**src/hw/rtl/tpf_pkg.sv**
```systemverilog
// Shared types, constants and byte-pattern helpers for the test path token finder.
// Used by tpf_rule_eval and test_path_token_finder_top; depends on nothing else.
package tpf_pkg;

    localparam int unsigned LINE_MAX = 4096;
    localparam int unsigned POS_W    = $clog2(LINE_MAX + 1);
    localparam int unsigned BEG_W    = $clog2(LINE_MAX);

    localparam logic [7:0] CH_SPACE = 8'h20;
    localparam logic [7:0] CH_TAB   = 8'h09;
    localparam logic [7:0] CH_SLASH = 8'h2f;

    localparam logic [1:0][63:0] PAT_INF = {64'(".spec."), 64'(".test.")};
    localparam logic [2:0][63:0] PAT_SFX = {64'("_test.rb"), 64'("_spec.rb"), 64'("_test.go")};
    localparam logic [63:0]      PAT_PY    = 64'(".py");
    localparam logic [63:0]      PAT_UTEST = 64'("_test");
    localparam logic [39:0]      PAT_TPFX  = 40'("test_");

    localparam logic [2:0] SEG_DONE = 3'd5;
    localparam logic [2:0] SEG_FAIL = 3'd7;

    typedef logic [7:0][7:0] win_t;

    typedef struct packed {
        logic             seen;
        logic             active;
        logic [2:0]       len;
        logic [7:0]       e0;
        logic [7:0]       e1;
        logic [7:0]       e2;
        logic [POS_W-1:0] fin;
    } infix_t;

    typedef struct packed {
        logic             seen;
        logic             decided;
        logic             ok;
        logic             base_ok;
        logic [POS_W-1:0] fin;
    } py_t;

    typedef struct packed {
        logic             seen;
        logic             decided;
        logic             ok;
        logic [POS_W-1:0] fin;
    } sfx_t;

    typedef struct packed {
        infix_t [1:0] inf;
        py_t          py;
        sfx_t [2:0]   sfx;
    } tracks_t;

    typedef struct packed {
        logic             hit;
        logic [POS_W-1:0] span;
    } hit_t;

    function automatic logic lower_char(input logic [7:0] c);
        return (c >= 8'h61) && (c <= 8'h7a);
    endfunction

    function automatic logic is_word(input logic [7:0] c);
        return lower_char(c) || ((c >= 8'h41) && (c <= 8'h5a)) ||
               ((c >= 8'h30) && (c <= 8'h39)) || (c == 8'h5f);
    endfunction

    // The newest byte sits at index 0, so the pattern's last character lines up with it.
    function automatic logic tail_is(input win_t w, input logic [63:0] pat,
                                     input int unsigned m);
        logic r;
        r = 1'b1;
        for (int unsigned j = 0; j < 8; j++)
        begin
            if ((j < m) && (w[j] != pat[8*j +: 8]))
            begin
                r = 1'b0;
            end
        end
        return r;
    endfunction

    function automatic logic ext_known(input logic [2:0] len, input logic [7:0] e0,
                                       input logic [7:0] e1, input logic [7:0] e2);
        logic r;
        r = 1'b0;
        if (len == 3'd2)
        begin
            r = ({e0, e1} == 16'("ts")) || ({e0, e1} == 16'("js")) ||
                ({e0, e1} == 16'("py"));
        end
        else if (len == 3'd3)
        begin
            r = ({e0, e1, e2} == 24'("tsx")) || ({e0, e1, e2} == 24'("jsx")) ||
                ({e0, e1, e2} == 24'("mjs")) || ({e0, e1, e2} == 24'("cjs"));
        end
        return r;
    endfunction

    function automatic logic [7:0] prefix_char(input logic [2:0] p);
        logic [7:0] c;
        c = 8'h00;
        for (int unsigned k = 0; k < 5; k++)
        begin
            if (p == 3'(k))
            begin
                c = PAT_TPFX[8*(4-k) +: 8];
            end
        end
        return c;
    endfunction

endpackage

```
**src/hw/rtl/tpf_rule_eval.sv**
```systemverilog
// Rule priority evaluation for one token, from its per-pattern tracking state.
// Depends on tpf_pkg.
module tpf_rule_eval
(
    input  tpf_pkg::tracks_t tr,
    output tpf_pkg::hit_t    res
);

    logic [1:0] inf_ok;
    logic       py_ok;
    logic [2:0] sfx_ok;

    always_comb
    begin
        for (int i = 0; i < 2; i++)
        begin
            inf_ok[i] = tr.inf[i].seen &&
                        tpf_pkg::ext_known(tr.inf[i].len, tr.inf[i].e0,
                                           tr.inf[i].e1, tr.inf[i].e2);
        end
        py_ok = tr.py.seen && tr.py.base_ok && (!tr.py.decided || tr.py.ok);
        for (int j = 0; j < 3; j++)
        begin
            sfx_ok[j] = tr.sfx[j].seen && (!tr.sfx[j].decided || tr.sfx[j].ok);
        end

        res.hit  = 1'b1;
        res.span = '0;
        if (inf_ok[0])
        begin
            res.span = tr.inf[0].fin + tpf_pkg::POS_W'(tr.inf[0].len);
        end
        else if (inf_ok[1])
        begin
            res.span = tr.inf[1].fin + tpf_pkg::POS_W'(tr.inf[1].len);
        end
        else if (py_ok)
        begin
            res.span = tr.py.fin;
        end
        else if (sfx_ok[0])
        begin
            res.span = tr.sfx[0].fin;
        end
        else if (sfx_ok[1])
        begin
            res.span = tr.sfx[1].fin;
        end
        else if (sfx_ok[2])
        begin
            res.span = tr.sfx[2].fin;
        end
        else
        begin
            res.hit = 1'b0;
        end
    end

endmodule

```
**config.mk**
```make
export PLATFORM = sky130hd
export DESIGN_NAME = tpf_rule_eval
export DESIGN_NICKNAME = d
export VERILOG_FILES = /design/src/hw/rtl/tpf_pkg.sv /design/src/hw/rtl/tpf_rule_eval.sv
export SDC_FILE = /design/constraint.sdc
export NUM_CORES = 1
export LEC_CHECK = 0
export BUFFER_PORTS_ARGS = -buffer_cell sky130_fd_sc_hd__buf_4
export CAP_MARGIN = 40
export CORE_MARGIN = 2
export CORE_UTILIZATION = 38
export DETAILED_ROUTE_END_ITERATION = 10
export GPL_ROUTABILITY_DRIVEN = 0
export PLACE_DENSITY = 0.85
export SLEW_MARGIN = 10
export SYNTH_ARGS = -nofsm -noshare
export SYNTH_HDL_FRONTEND = slang
export SYNTH_SLANG_ARGS = --single-unit
```
**constraint.sdc**
```tcl
create_clock -name vclk -period 2.24
set_input_delay 0.224 -clock vclk [all_inputs]
set_output_delay 0.224 -clock vclk [all_outputs]
set_load 0.005 [all_outputs]
```
==> results of run 1 <==
-- layout by cell type (no fill, tap or decap), types with 2 or more instances in the layout --
| cell | count |
|---|---|
| o31ai_1 | 13 |
| nor2b_1 | 3 |
| nand3_1 | 8 |
| nand2_1 | 21 |
| xnor2_1 | 8 |
| a21o_1 | 2 |
| and4bb_2 | 3 |
| a21oi_1 | 4 |
| nand3b_1 | 5 |
| nand4b_1 | 2 |
| mux2i_2 | 3 |
| fa_1 | 2 |
| nand4_1 | 6 |
| nor3b_1 | 6 |
| a31oi_1 | 2 |
| o21ai_0 | 4 |
| xor2_1 | 13 |
| and3b_1 | 3 |
| and2_0 | 2 |
| nand2b_1 | 2 |
| buf_4 | 171 |
| inv_1 | 7 |
| ha_1 | 6 |
| mux2_2 | 2 |
| nor4_1 | 2 |
| a221oi_1 | 13 |
| nor2_1 | 27 |
| mux2i_1 | 21 |
| buf_6 | 6 |
-- synthesized netlist by cell type (2+ instances only) --
library cell,number,share of area
fa_1,2,0.025
nor2b_1,3,0.012
o21ai_0,4,0.012
and2_0,2,0.0078
nor2_1,27,0.063
a31oi_1,2,0.0078
inv_1,7,0.016
nor3b_1,7,0.033
a221oi_1,13,0.071
xnor2_1,8,0.044
and3b_1,3,0.016
ha_1,6,0.047
and3_1,2,0.0078
and4bb_2,3,0.023
o31ai_1,13,0.061
clkbuf_1,5,0.012
nor4_1,2,0.0078
nand2_1,21,0.049
nand2b_1,2,0.0078
nand3_1,8,0.025
mux2_2,2,0.014
nand4b_1,2,0.011
a21o_1,2,0.0093
nand4_1,6,0.023
mux2i_1,24,0.15
xor2_1,13,0.071
nand3b_1,5,0.023
a21oi_1,5,0.016
-- stage by stage --
step,util,instance area [um2]
2_1_floorplan,-,1609
3_3_place_gp,0.7301,2942
3_5_place_dp,0.7301,2942
4_1_cts,0.7332,2954
5_1_grt,0.7481,3014
6_report,0.7481,3014
-- metal layers --
metal,routed length (um),vias to the layer above,track usage
li1,-,1184,-
met1,2593,1097,0.3038
met2,3414,111,0.4647
met3,382,20,0.02778
met4,157,0,0.05229
met5,0,-,0
-- logic make-up (layout without fill, tap and decap cells) --
kind of cell,count (synthesis),in the layout,synth area share
simple gates,100,100,0.3577
xor+xnor,21,21,0.1143
fa+ha+maj,8,8,0.07154
buf+inv,16,184,0.05521
compound gates,49,49,0.2379
mux,26,26,0.1633
-- final cells by class --
cell class	instances	area share
well taps	50	0.02076
multi-input cells	204	0.5222
inverters	7	0.008717
repair buffers	177	0.4483
-- power by group through the flow --
| stage | registers (uW) | logic [uW] | clock network [uW] |
|---|---|---|---|
| CTS | 0 | 529 | 0 |
| floorplan | 0 | 200 | 0 |
| finish | 0 | 540 | 0 |
| detailed placement | 0 | 526 | 0 |
| global placement | 0 | 515 | 0 |
| global route | 0 | 590 | 0 |
-- worst min path at each step --
stage                     startpoint      end  slack [ns]  cells after the start
after floorplan               tr[70]   res[5]        0.61                      2
after global placement        tr[77]  res[12]        0.84                      4
after detailed placement      tr[70]   res[5]        0.85                      4
after CTS                     tr[70]   res[5]        0.85                      4
after global routing          tr[70]   res[5]        0.88                      4
final                         tr[77]  res[12]        0.85                      4
-- timing repair --
action	4_1_cts	5_1_grt
pin swaps	1	5
endpoints found under the hold margin	0	0
setup endpoints to repair	12	14
gates resized for setup	4	12
==> results by group, run 1 <==
Worst setup path
  • Cell mode on critical path: buf_6
  • Critical path's slowest cell: or3b_4
  • Family with the most delay on the worst path: simple AND/OR/NAND/NOR gates
  • Slowest stage delay, CP: 0.39 ns
  • CP Buf/Inv Count: 3
  • WP depth: 9
  • Startpoint Class: input port
  • CP startpoint: tr[96]
  • Critical path destination: res[10]
  • Worst Path Arrival: 2.08 ns
  • Cell chain of the critical path: buf_6 -> or3b_4 -> a2111oi_4 -> nand4_1 -> o311ai_2 -> and3_4 -> buf_6 -> mux2i_2 -> buf_4
  • Crit path max fanout: 4
  • Setup Crit Path Kind: in -> out
  • Critical Path RT: 2.02 ns
  • Worst setup EP type: output pin

Floorplanning
  • Row count: 23
  • Die ar.: 4771 um2
  • Chip Width: 69.07 um
  • Initial Util: 0.3994
  • Num ports: 163
  • Die Y-Extent: 69.07 um
  • Core area: 4029 um2

Run status
  • Outcome: complete, but fails checks
  • Failing checks: negative setup slack

Finish
  • Synth-to-layout area growth: 87.33%
  • FFs & Latches: 0
  • Clock Buffer Count: 0
  • Number of diodes: 0
  • Register Area: 0 um2
  • FILL cells: 336
  • Layout cells sized above 1: 0.5000
  • Layout Cells excl Fill: 438
  • Area of the multi-input gates: 1574 um2
  • Nets: 547

Global routing
  • Grt total ovfl: 0
  • Largest net degree at the start of global routing: 28
  • GRT Total Usage: 0.2491
  • First-pass GRT wire length: 10,340 um
  • Initial antenna violation count: 0
  • Vias in the first global route: 2,371

Routing
  • Post-DRT Antenna Nets: 0
  • 1st-iter DRT viols: 77
  • Drt pass-1 iters: 4
  • # DRC: 0
  • Routed WL: 6547 um
  • DR WL/cell: 14.95 um
  • DR vias: 2,412
  • Routed vias/inst: 5.507

Clock tree
  • Hold buffer count at CTS: 0
  • Post-CTS setup buffers: 0

Power
  • Net switching power: 209.9 uW
  • Combinational fraction of design power: 1.000
  • Int Pwr: 329.7 uW
  • Maximum VDD drop: 0.0001033 V
  • Pleak: 0.001457 uW
  • Seq pwr share: 0
  • Pwr dens: 179.0 nW/um2
  • Power consumption: 539.6 uW
  • Clock power frac: 0
  • Switching Fraction: 0.3889

STA
  • PnR worst setup slack: -0.05993 ns
  • Setup Viol. Count Final: 13
  • Fin. max-slew vios: 0
  • Setup TNS: -0.5320 ns
  • Endpoints failing hold: 0
  • Post-route minimum period: 2.300 ns
  • Tcrit/Tclk final: 1.027
  • Unrepaired setup endpoints after global routing: yes
  • WHS: 0.8482 ns
  • Slew @ Worst Pin: 0.4706 ns
  • Maximum clock rate: 0.4348 GHz
  • Rel. slew slack: 0.6862

Synthesis
  • YS warnings: 0
  • Cells after Synth: 220
  • Synth unique cells: 49
  • Seq/Total Area, Yosys: 0
  • Mean Syn Cell Area: 7.314 um2
  • Mapped Area: 1609 um2
  • Syn Nets: 377

Place
  • HPWL Detailed: 5655 um
  • Setup WS pre-CTS: -0.04244 ns
  • # port buffers: 161
  • Placed insts: 438

Hold path
  • Worst Hold Class: in -> out

Run
  • Max_cap viols: 0
No activity file was read; power rests on OpenSTA's default activity.
==> run 2, diff against run 1 <==
- SETUP_SLACK_MARGIN: unset -> 0.4
- SKIP_LAST_GASP: unset -> 1
==> run 2 against run 1 <==
Against the previous run:
- global-route usage rose by 0.21 points
- sequential cell count did not move
- count of clock-buffer cells in the layout did not move
- fmax rose by 1.4%
- the flow still finishes with violations (negative setup slack)
- non-clock buffer count rose by 1
- largest cell class unchanged
- critical endpoint is now res[7]
- critical path depth did not move
- cell area rose by 1.2%
- sequential share of layout area did not move
- highest routed layer unchanged
- worst hold slack improved by 0.0015 ns
- first-iteration DRC count rose by 27%
==> results by group, run 2 (same netlist as run 1, synthesis figures left out) <==
STA
  • Tcrit/Tclk final: 1.012 (-0.01428)
  • WHS: 0.8497 ns (+0.001541 ns)
  • Slew @ Worst Pin: 0.4541 ns (-0.01654 ns)
  • Rel. slew slack: 0.6970 (+0.01072)
  • Setup Viol. Count Final: 7 (-6)
  • Fin. max-slew vios: 0 (unchanged)
  • Endpoints failing hold: 0 (unchanged)
  • Unrepaired setup endpoints after global routing: yes
  • Post-route minimum period: 2.268 ns (-0.03199 ns)
  • Setup TNS: -0.09857 ns (+0.4335 ns)
  • PnR worst setup slack: -0.02793 ns (+0.03199 ns)
  • Maximum clock rate: 0.4409 GHz (+1.4%)

Place
  • # port buffers: 161 (unchanged)
  • HPWL Detailed: 5731 um (+1.3%)
  • Placed cell areas: 2952 um2 (+0.34%)

Run status
  • Failing checks: negative setup slack
  • Outcome: complete, but fails checks

Power
  • Switching Fraction: 0.3910 (+0.002058)
  • Pwr dens: 179.5 nW/um2 (+0.26%)
  • Pleak: 0.001477 uW (+1.4%)
  • Clock power frac: 0 (unchanged)
  • Int Pwr: 333.3 uW (+1.1%)
  • Net switching power: 214.0 uW (+2.0%)
  • Maximum VDD drop: 0.0001135 V (+9.9%)
  • Power consumption: 547.3 uW (+1.4%)
  • Combinational fraction of design power: 1.000 (about the same)
  • Seq pwr share: 0 (unchanged)

Routing
  • DR vias: 2,422 (+0.41%)
  • Routed vias/inst: 5.517 (+0.19%)
  • Drt pass-1 iters: 4 (unchanged)
  • Post-DRT Antenna Nets: 0 (unchanged)
  • # DRC: 0 (unchanged)
  • 1st-iter DRT viols: 98 (+27%)
  • Routed WL: 6702 um (+2.4%)
  • DR WL/cell: 15.27 um (+2.1%)

Finish
  • Number of diodes: 0 (unchanged)
  • Layout Cell Area excl Fill: 3049 um2 (+1.2%)
  • Most frequent cells in the layout: 172 x buf_4, 26 x nor2_1, 23 x mux2i_1
  • Layout cells sized above 1: 0.5064 (+0.006427)
  • Nets: 548 (+0.18%)
  • Clock Buffer Count: 0 (unchanged)
  • Synth-to-layout area growth: 89.50%
  • FFs & Latches: 0 (unchanged)
  • Commonest non-fill, non-tap cell in the layout: buf_4
  • Register Area: 0 um2 (unchanged)

Floorplanning
  • Die Y-Extent: 69.07 um (unchanged)
  • Die ar.: 4771 um2 (unchanged)
  • Num ports: 163 (unchanged)
  • Row count: 23 (unchanged)
  • Initial Util: 0.3994 (unchanged)
  • Chip Width: 69.07 um (unchanged)
  • Core area: 4029 um2 (unchanged)

Worst setup path
  • Critical Path RT: 2.02 ns (about the same)
  • Worst setup EP type: output pin
  • Worst Path Arrival: 2.04 ns (-0.04 ns)
  • Setup Crit Path Kind: in -> out
  • Startpoint Class: input port
  • Crit path max fanout: 6 (+2)

Run
  • Max_cap viols: 0 (unchanged)

Global routing
  • Initial antenna violation count: 0 (unchanged)
  • GRT Total Usage: 0.2512 (+0.002116)
  • Largest net degree at the start of global routing: 17 (-39%)
  • Grt total ovfl: 0 (unchanged)
  • First-pass GRT wire length: 10,320 um (-0.14%)
  • Vias in the first global route: 2,413 (+1.8%)

Clock tree
  • Hold buffer count at CTS: 0 (unchanged)

Hold path
  • Worst Hold Class: in -> out
run 2: critical path, stage by stage:
cell	delay (ns)
buf_6	0.09
or3b_4	0.39
a2111oi_4	0.29
nand4_1	0.15
o311ai_2	0.09
and3_4	0.29
clkbuf_16	0.17
mux2i_1	0.20
buf_4	0.13
run 2: worst paths after layout:
kind                    from  endpoint  cells past startpoint  slack, ns
worst max-delay path  tr[97]    res[7]                      9      -0.03
worst min-delay path  tr[74]    res[9]                      4       0.85
run 2: metal layers:
layer	global-route usage	share of wire	vias up
li1	-	-	1186
met1	0.2818	0.38	1099
met2	0.4904	0.53	123
met3	0.03363	0.065	14
met4	0.06100	0.022	0
met5	0	0	-
run 2: final cells by class:
| class | count | area, um2 |
|---|---|---|
| multi-input cells | 204 | 1579 |
| well taps | 50 | 62.56 |
| fillers | 333 | 979.7 |
| inverters | 7 | 26.28 |
| repair buffers | 178 | 1381 |
run 2: through the flow:
stage / setup slack, ns / instances / util
5_1_grt: -0.07767 / 439 / 0.7568
3_3_place_gp: -0.04325 / 437 / 0.7326
4_1_cts: -0.005956 / 437 / 0.7366
3_5_place_dp: -0.07179 / 437 / 0.7326
2_1_floorplan: 0.2779 / 220 / -
6_report: -0.02793 / 439 / 0.7568
run 2: power by group through the flow:
stage          sequential (uW)  clock, uW  combinational (uW)
4_1_cts                      0          0                 535
3_3_place_gp                 0          0                 517
2_1_floorplan                0          0                 201
3_5_place_dp                 0          0                 529
5_1_grt                      0          0                 596
6_report                     0          0                 547
run 2: repair_timing:
item,4_1_cts,5_1_grt
setup buffers,0,1
gates resized for setup,5,10
cloned,0,1
setup endpoints to repair,14,14
pin swaps,1,4
